### config.mk
export PLATFORM = sky130hd
export DESIGN_NAME = greedy_nearest_task_assigner
export DESIGN_NICKNAME = d
export VERILOG_FILES = /design/src/rtl/core/gnta_pkg.sv /design/src/rtl/core/gnta_cell.sv /design/src/rtl/core/greedy_nearest_task_assigner.sv
export SDC_FILE = /design/constraint.sdc
export NUM_CORES = 2
export LEC_CHECK = 0
export BUFFER_PORTS_ARGS = -buffer_cell sky130_fd_sc_hd__buf_2
export CAP_MARGIN = 20
export CORE_MARGIN = 10
export CORE_UTILIZATION = 61
export CTS_BUF_LIST = sky130_fd_sc_hd__clkbuf_16
export DETAILED_ROUTE_END_ITERATION = 10
export HOLD_SLACK_MARGIN = 0.12
export PLACE_DENSITY_LB_ADDON = 0.12
export SLEW_MARGIN = 20
export SYNTH_ARGS = -nofsm -noshare
export SYNTH_HDL_FRONTEND = slang
export SYNTH_SLANG_ARGS = --single-unit
### constraint.sdc
create_clock -name clk -period 6.3 [get_ports clk]
set_clock_uncertainty 0.2 [all_clocks]
set_input_delay 1.575 -clock clk [delete_from_list [all_inputs] [get_ports clk]]
set_output_delay 1.575 -clock clk [all_outputs]
set_load 0.01 [all_outputs]
### src/rtl/core/gnta_pkg.sv
// Shared types and constants for the greedy nearest task assigner.
package gnta_pkg;

    localparam int MAX_TASKS_DEF  = 16;
    localparam int COORD_BITS_DEF = 10;
    localparam int SLOT_BITS      = 4;
    localparam int IDENT_BITS     = 8;
    localparam int COUNT_BITS     = 5;
    localparam int KIND_BITS      = 2;

    localparam logic [COUNT_BITS-1:0] TASK_COUNT_RESET = COUNT_BITS'(16);

    typedef enum logic [KIND_BITS-1:0] {
        KIND_LOAD      = 2'd0,
        KIND_ASSIGNED  = 2'd1,
        KIND_NONE_LEFT = 2'd2
    } result_kind_t;

    typedef enum logic {
        OP_LOAD    = 1'b0,
        OP_REQUEST = 1'b1
    } op_t;

    // Control part of the search token that walks along the row of cells.
    typedef struct packed {
        logic valid;
        logic found;
    } chain_ctrl_t;

endpackage

### src/rtl/core/gnta_cell.sv
// One task slot of the search chain: stores the slot and updates the passing token.
module gnta_cell
    import gnta_pkg::*;
#(
    parameter int MAX_TASKS  = MAX_TASKS_DEF,
    parameter int COORD_BITS = COORD_BITS_DEF,
    parameter int INDEX      = 0,
    localparam int IDX_BITS  = (MAX_TASKS > 1) ? $clog2(MAX_TASKS) : 1
)
(
    input  logic                    clk,
    input  logic                    rst_n,
    input  logic [COUNT_BITS-1:0]   task_count,
    input  logic                    load_en,
    input  logic [SLOT_BITS-1:0]    load_slot,
    input  logic [COORD_BITS-1:0]   load_x,
    input  logic [COORD_BITS-1:0]   load_y,
    input  logic [IDENT_BITS-1:0]   load_ident,
    input  logic                    mark_en,
    input  logic [IDX_BITS-1:0]     mark_slot,
    input  chain_ctrl_t             in_ctrl,
    input  logic [COORD_BITS-1:0]   in_x,
    input  logic [COORD_BITS-1:0]   in_y,
    input  logic [COORD_BITS:0]     in_dist,
    input  logic [IDX_BITS-1:0]     in_slot,
    input  logic [IDENT_BITS-1:0]   in_ident,
    output chain_ctrl_t             out_ctrl,
    output logic [COORD_BITS-1:0]   out_x,
    output logic [COORD_BITS-1:0]   out_y,
    output logic [COORD_BITS:0]     out_dist,
    output logic [IDX_BITS-1:0]     out_slot,
    output logic [IDENT_BITS-1:0]   out_ident
);

    localparam int CNT_W  = ((IDX_BITS > COUNT_BITS) ? IDX_BITS : COUNT_BITS) + 1;
    localparam int SLOT_W = ((IDX_BITS > SLOT_BITS) ? IDX_BITS : SLOT_BITS) + 1;

    logic [COORD_BITS-1:0] row_reg;
    logic [COORD_BITS-1:0] col_reg;
    logic [IDENT_BITS-1:0] ident_reg;
    logic                  taken_reg;

    chain_ctrl_t           ctrl_reg;
    chain_ctrl_t           ctrl_next;
    logic [COORD_BITS-1:0] x_reg;
    logic [COORD_BITS-1:0] y_reg;
    logic [COORD_BITS:0]   dist_reg;
    logic [COORD_BITS:0]   dist_next;
    logic [IDX_BITS-1:0]   slot_reg;
    logic [IDX_BITS-1:0]   slot_next;
    logic [IDENT_BITS-1:0] ident_out_reg;
    logic [IDENT_BITS-1:0] ident_out_next;

    logic                  active;
    logic                  load_hit;
    logic                  mark_hit;
    logic [COORD_BITS-1:0] dx;
    logic [COORD_BITS-1:0] dy;
    logic [COORD_BITS:0]   cand_dist;
    logic                  better;

    assign active   = CNT_W'(INDEX) < CNT_W'(task_count);
    assign load_hit = load_en && (SLOT_W'(load_slot) == SLOT_W'(INDEX));
    assign mark_hit = mark_en && (mark_slot == IDX_BITS'(INDEX));

    assign dx        = (in_x >= row_reg) ? (in_x - row_reg) : (row_reg - in_x);
    assign dy        = (in_y >= col_reg) ? (in_y - col_reg) : (col_reg - in_y);
    assign cand_dist = {1'b0, dx} + {1'b0, dy};

    // Only a strictly smaller distance displaces the best so far, so ties keep the lower slot.
    assign better = in_ctrl.valid && active && !taken_reg &&
                    (!in_ctrl.found || (cand_dist < in_dist));

    always_comb
    begin
        ctrl_next.valid = in_ctrl.valid;
        ctrl_next.found = in_ctrl.found || better;
        dist_next       = better ? cand_dist : in_dist;
        slot_next       = better ? IDX_BITS'(INDEX) : in_slot;
        ident_out_next  = better ? ident_reg : in_ident;
    end

    always_ff @(posedge clk or negedge rst_n)
    begin
        if (!rst_n)
        begin
            ctrl_reg  <= '0;
            taken_reg <= 1'b0;
        end
        else
        begin
            ctrl_reg <= ctrl_next;
            if (load_hit)
            begin
                taken_reg <= 1'b0;
            end
            else if (mark_hit)
            begin
                taken_reg <= 1'b1;
            end
        end
    end

    always_ff @(posedge clk)
    begin
        x_reg         <= in_x;
        y_reg         <= in_y;
        dist_reg      <= dist_next;
        slot_reg      <= slot_next;
        ident_out_reg <= ident_out_next;
        if (load_hit)
        begin
            row_reg   <= load_x;
            col_reg   <= load_y;
            ident_reg <= load_ident;
        end
    end

    assign out_ctrl  = ctrl_reg;
    assign out_x     = x_reg;
    assign out_y     = y_reg;
    assign out_dist  = dist_reg;
    assign out_slot  = slot_reg;
    assign out_ident = ident_out_reg;

endmodule

### src/rtl/core/greedy_nearest_task_assigner.sv
// Top level of the greedy nearest task assigner: request launch, cell chain and result register.
//
// A load request writes one task slot and clears its taken mark; its result strobe (done) comes
// in the cycle after acceptance and busy stays low, so loads can be issued every cycle while no
// search is in progress. A robot request sends a search token down a row of MAX_TASKS cells,
// one slot per cycle; busy is high from the acceptance edge until the edge that registers the
// result, so a new request is taken only after the previous one is through. The length of the
// cell chain sets how long busy stays high. Results are shown on the result ports for exactly
// one cycle with done high and cannot be held off. task_count must be written only while the
// block is idle (not enforced by the block); values above MAX_TASKS search the whole table.
module greedy_nearest_task_assigner
    import gnta_pkg::*;
#(
    parameter int MAX_TASKS  = MAX_TASKS_DEF,
    parameter int COORD_BITS = COORD_BITS_DEF
)
(
    input  logic                   clk,
    input  logic                   rst_n,
    input  logic                   cfg_we,
    input  logic [COUNT_BITS-1:0]  cfg_data,
    input  logic                   start,
    output logic                   busy,
    input  logic                   op,
    input  logic [SLOT_BITS-1:0]   slot_index,
    input  logic [COORD_BITS-1:0]  pos_x,
    input  logic [COORD_BITS-1:0]  pos_y,
    input  logic [IDENT_BITS-1:0]  task_ident,
    output logic                   done,
    output logic [KIND_BITS-1:0]   result_kind,
    output logic [IDENT_BITS-1:0]  assigned_ident,
    output logic [SLOT_BITS-1:0]   chosen_slot,
    output logic [COORD_BITS:0]    distance
);

    localparam int IDX_BITS = (MAX_TASKS > 1) ? $clog2(MAX_TASKS) : 1;

    logic [COUNT_BITS-1:0] task_count_reg;
    logic                  busy_reg;
    logic                  done_reg;
    result_kind_t          kind_reg;
    logic [IDENT_BITS-1:0] ident_reg;
    logic [SLOT_BITS-1:0]  slot_reg;
    logic [COORD_BITS:0]   dist_reg;

    logic                  launch_valid_reg;
    logic [COORD_BITS-1:0] launch_x_reg;
    logic [COORD_BITS-1:0] launch_y_reg;

    logic                  accept;
    logic                  load_en;
    logic                  mark_en;
    chain_ctrl_t           end_ctrl;

    chain_ctrl_t           chain_ctrl  [0:MAX_TASKS];
    logic [COORD_BITS-1:0] chain_x     [0:MAX_TASKS];
    logic [COORD_BITS-1:0] chain_y     [0:MAX_TASKS];
    logic [COORD_BITS:0]   chain_dist  [0:MAX_TASKS];
    logic [IDX_BITS-1:0]   chain_slot  [0:MAX_TASKS];
    logic [IDENT_BITS-1:0] chain_ident [0:MAX_TASKS];
    logic [MAX_TASKS:0]    chain_valid;

    assign accept  = start && !busy_reg;
    assign load_en = accept && (op == OP_LOAD);

    assign end_ctrl = chain_ctrl[MAX_TASKS];
    assign mark_en  = end_ctrl.valid && end_ctrl.found;

    assign chain_ctrl[0]  = {launch_valid_reg, 1'b0};
    assign chain_x[0]     = launch_x_reg;
    assign chain_y[0]     = launch_y_reg;
    assign chain_dist[0]  = '0;
    assign chain_slot[0]  = '0;
    assign chain_ident[0] = '0;

    genvar gi;
    generate
        for (gi = 0; gi < MAX_TASKS; gi++)
        begin : g_cell
            gnta_cell #(
                .MAX_TASKS  (MAX_TASKS),
                .COORD_BITS (COORD_BITS),
                .INDEX      (gi)
            ) u_cell (
                .clk        (clk),
                .rst_n      (rst_n),
                .task_count (task_count_reg),
                .load_en    (load_en),
                .load_slot  (slot_index),
                .load_x     (pos_x),
                .load_y     (pos_y),
                .load_ident (task_ident),
                .mark_en    (mark_en),
                .mark_slot  (chain_slot[MAX_TASKS]),
                .in_ctrl    (chain_ctrl[gi]),
                .in_x       (chain_x[gi]),
                .in_y       (chain_y[gi]),
                .in_dist    (chain_dist[gi]),
                .in_slot    (chain_slot[gi]),
                .in_ident   (chain_ident[gi]),
                .out_ctrl   (chain_ctrl[gi+1]),
                .out_x      (chain_x[gi+1]),
                .out_y      (chain_y[gi+1]),
                .out_dist   (chain_dist[gi+1]),
                .out_slot   (chain_slot[gi+1]),
                .out_ident  (chain_ident[gi+1])
            );
        end

        for (gi = 0; gi <= MAX_TASKS; gi++)
        begin : g_valid
            assign chain_valid[gi] = chain_ctrl[gi].valid;
        end
    endgenerate

    always_ff @(posedge clk or negedge rst_n)
    begin
        if (!rst_n)
        begin
            task_count_reg   <= TASK_COUNT_RESET;
            busy_reg         <= 1'b0;
            done_reg         <= 1'b0;
            launch_valid_reg <= 1'b0;
        end
        else
        begin
            if (cfg_we)
            begin
                task_count_reg <= cfg_data;
            end
            launch_valid_reg <= accept && (op == OP_REQUEST);
            if (accept && (op == OP_REQUEST))
            begin
                busy_reg <= 1'b1;
            end
            else if (end_ctrl.valid)
            begin
                busy_reg <= 1'b0;
            end
            done_reg <= load_en || end_ctrl.valid;
        end
    end

    always_ff @(posedge clk)
    begin
        if (accept)
        begin
            launch_x_reg <= pos_x;
            launch_y_reg <= pos_y;
        end
        if (end_ctrl.valid)
        begin
            kind_reg  <= end_ctrl.found ? KIND_ASSIGNED : KIND_NONE_LEFT;
            ident_reg <= end_ctrl.found ? chain_ident[MAX_TASKS] : '0;
            slot_reg  <= end_ctrl.found ? SLOT_BITS'(chain_slot[MAX_TASKS]) : '0;
            dist_reg  <= end_ctrl.found ? chain_dist[MAX_TASKS] : '0;
        end
        else
        begin
            kind_reg  <= KIND_LOAD;
            ident_reg <= '0;
            slot_reg  <= '0;
            dist_reg  <= '0;
        end
    end

    assign busy           = busy_reg;
    assign done           = done_reg;
    assign result_kind    = kind_reg;
    assign assigned_ident = ident_reg;
    assign chosen_slot    = slot_reg;
    assign distance       = dist_reg;

`ifndef ASSERT_OFF
    a_single_token: assert property (@(posedge clk) disable iff (!rst_n)
        $countones(chain_valid) <= 1)
        else $error("more than one search request in the cell chain");

    a_idle_empty: assert property (@(posedge clk) disable iff (!rst_n)
        !busy_reg |-> (chain_valid == '0))
        else $error("search token present while not busy");

    a_end_gives_done: assert property (@(posedge clk) disable iff (!rst_n)
        end_ctrl.valid |=> (done && !busy && (result_kind != KIND_LOAD)))
        else $error("finished search did not produce a result");

    a_zero_unless_assigned: assert property (@(posedge clk) disable iff (!rst_n)
        (done && (result_kind != KIND_ASSIGNED)) |->
            ((assigned_ident == '0) && (chosen_slot == '0) && (distance == '0)))
        else $error("result fields not zero for a non-assigned result");
`endif

endmodule
==> flow_summary.ini <==
[placed_design]
port_buffers = 68
place_congestion = 0.904
post-dp-hpwl_mm = 131
pre_cts_ws_ps = -124
place_area_sq_um = 72400

[finish]
final_common_cell = inv_1
num-nets-final = 8005
mostFrequentLayoutCells = inv_1, ha_1, dfxtp_1
largest_register_ffs = 176
layout-drive-gt1-share = 0.125
finish.instance_area_sq_um = 77500
fillers = 8918
area_delta_synth_final_pct = 10.5

[timing]
slew_viol_final = 0
setup_slack_ps = 201
fmax_mhz = 164
worst_pin_slew_ps = 1120
setup_viol_count_final = 0
fin_crit_sh = 0.968
max-slew-margin-rel = 0.256
finalCriticalPeriod_ps = 6100
hold_viol = 0

[yosys]
async_flop_share = 0.0466
synth_flop_cell = dfxtp_1
synthCells = 6791
ys_types = 80
synth_area_sq_um = 70100
synth_edf_count = 468
postSynthNetCount = 7831
seq_area_frac_synth = 0.414
syn_area_per_cell_sq_um = 10.3
synth_warnings = 0
ys_ff_latch = 1202

[detailed_routing]
wl_mm = 178
drt_iter0_drc = 4256
ant_nets = 0
vias_per_cell = 5.72
wl_per_cell_um = 20.7
first_pass_iters = 6
drc = 0
vias = 49200

[global_routing]
globalRouteOverflowTotal = 0
grt_pass1_wl_mm = 272
groute.usage.overall = 0.266
antenna_found_initial = 28
grt_max_degree = 57
grt_pass1_vias = 47900

[pwr]
total_leakage_power_nw = 35.8
switching_share = 0.384
powerDensity_nw_per_um2 = 435
p_seq_frac = 0.302
internal_power_mw = 20.8
p_switching_mw = 13.0
vdd_drop_max_mv = 0.273
p_clk_frac = 0.220
combPwrFrac = 0.478

[clocking]
clockRootBuffer = clkbuf_16
cts_sinks = 1202
cts_buffer_depth = 3
clkLatencyLatePin_ps = 750
cts_buffers = 131
cts_tree = yes
ctsHoldBuffers = 0
clkSlewWorstSetupHoldPaths_ps = 60
htree_levels = 4

[min_path]
min_path_type = flip-flop to flip-flop

[worst_setup_path]
worst-path-buf-inv = 4
start_kind = flip-flop
path_delay_family = compound AO/OA/AOI/OAI gates
critPathMaxFanout = 7
cpPeakStageDelay_ps = 450
critPathSlowestCell = o41ai_4
endpoint_kind = flip-flop
path_class = flip-flop to flip-flop
critPathArrivalTime_ps = 6520
crit_required_ps = 6730

[run_status]
status = completed

[die]
die_x_um = 359
fp.dieH_um = 359
dieArea_sq_um = 129000
initial_utilization = 0.614
num_rows = 124
num_io_pins = 69
coreArea_sq_um = 114000

[run]
drv_cap = 0
[final timing paths]
path | from | end | cells after the start | slack (ps)
max | g_cell[4].u_cell.out_y[0]$_DFF_P_ | g_cell[5].u_cell.out_ident[0]$_DFF_P_ | 27 | 200
min | g_cell[11].u_cell.out_y[9]$_DFF_P_ | g_cell[12].u_cell.out_y[9]$_DFF_P_ | 0 | 160
max reg2reg | g_cell[4].u_cell.out_y[0]$_DFF_P_ | g_cell[5].u_cell.out_ident[0]$_DFF_P_ | 27 | 200
min reg2reg | g_cell[11].u_cell.out_y[9]$_DFF_P_ | g_cell[12].u_cell.out_y[9]$_DFF_P_ | 0 | 160
max in group asynchronous | rst_n | g_cell[1].u_cell.out_ctrl[0]$_DFF_PN0_ | 1 | 4550
min in group asynchronous | rst_n | g_cell[8].u_cell.out_ctrl[0]$_DFF_PN0_ | 1 | 740
[repair_timing]
item                                    CTS  global route
pin swaps                                 0            44
endpoints found under the hold margin     0             0
gates cloned                              1             5
resized for setup                         5           120
setup buffers                             0            36
endpoints found under the setup margin   49           299
[cells in the mapped netlist, types with 70 or more instances]
cell type / count / area, sq um
fa_1: 80 / 1600
xor2_1: 158 / 1380
nand2_1: 270 / 1010
o21ai_0: 306 / 1530
ha_1: 918 / 11500
a21o_1: 277 / 2080
mux2i_1: 154 / 1540
nor2_1: 294 / 1100
xnor2_1: 220 / 1930
edfxtp_1: 468 / 14100
inv_1: 951 / 3570
nand2b_1: 75 / 469
o21a_1: 72 / 541
clkbuf_1: 70 / 263
nor3_1: 115 / 576
a211oi_1: 73 / 548
mux2_2: 316 / 3560
dfxtp_1: 678 / 13600
nor2b_1: 94 / 588
a21oi_1: 443 / 2220
[logic make-up (layout without fill, tap and decap cells)]
logic type	after synthesis	in the layout	share of synthesized area
xor gates and xnor gates	378	378	0.0472
muxes	471	471	0.0729
buffers and inverters	1105	1383	0.0614
adders and majority gates	998	998	0.187
and+or+nand+nor	1110	1112	0.0769
DFF	1202	1202	0.414
AOI/OAI and AO/OA	1527	1529	0.141
other	0	6	0
[area by class of cell]
type / instances / area [sq um] / area share
clock inverter: 108 / 820 / 0.0106
clock buffer: 133 / 3330 / 0.0429
multi-input combinational: 4488 / 37500 / 0.483
antenna: 6 / 15.0 / 0.000194
timing repair buffer: 191 / 1410 / 0.0181
tap: 1512 / 1890 / 0.0244
inverter: 951 / 3570 / 0.0460
sequential: 1202 / 29000 / 0.374
[power groups by stage]
stage | logic, mW | clock network, mW | registers, mW
final | 16.1 | 7.41 | 10.2
after floorplan | 11.6 | 0 | 9.85
after CTS | 15.4 | 7.53 | 10.2
after global routing | 18.0 | 7.84 | 10.3
after global placement | 14.7 | 0 | 10.4
after detailed placement | 15.1 | 0 | 10.4
[worst reg2reg max path, cell delays in order, from the launching register on]
cell and delay (ps):
dfxtp_1 320, inv_1 60, ha_1 160, inv_1 70, fa_1 380, a21o_1 190, a21oi_4 170, a21oi_2 90
o41ai_4 450, buf_12 180, nor3_1 50, a31oi_1 180, xor2_1 300, ha_1 340, a21o_1 240, nor3_1 130
o21ai_1 120, a31o_2 260, a21oi_2 160, xnor2_2 100, ha_1 320, a21o_1 160, a211o_1 340, or3_1 350
o21ai_2 110, nor2_4 90, buf_2 190, mux2_2 270
[through the flow]
step	utilization	hold WS [ps]	total power [mW]	setup TNS, ps	cells
after floorplan	-	137	21.4	0	6791
after global placement	0.634	154	25.1	0	8302
after detailed placement	0.634	151	25.5	-3180	8302
after CTS	0.671	162	33.1	0	8544
after global routing	0.679	175	36.1	-1270	8585
final	0.679	158	33.7	0	8591
[metal layers]
metal,vias up,GRT usage,part of all wire
met2,1500,0.442,0.47
met3,317,0.0439,0.072
met1,23500,0.353,0.43
li1,23900,-,-
met5,-,0,0.00058
met4,16,0.0840,0.030
(Power assumes the default switching activity.)
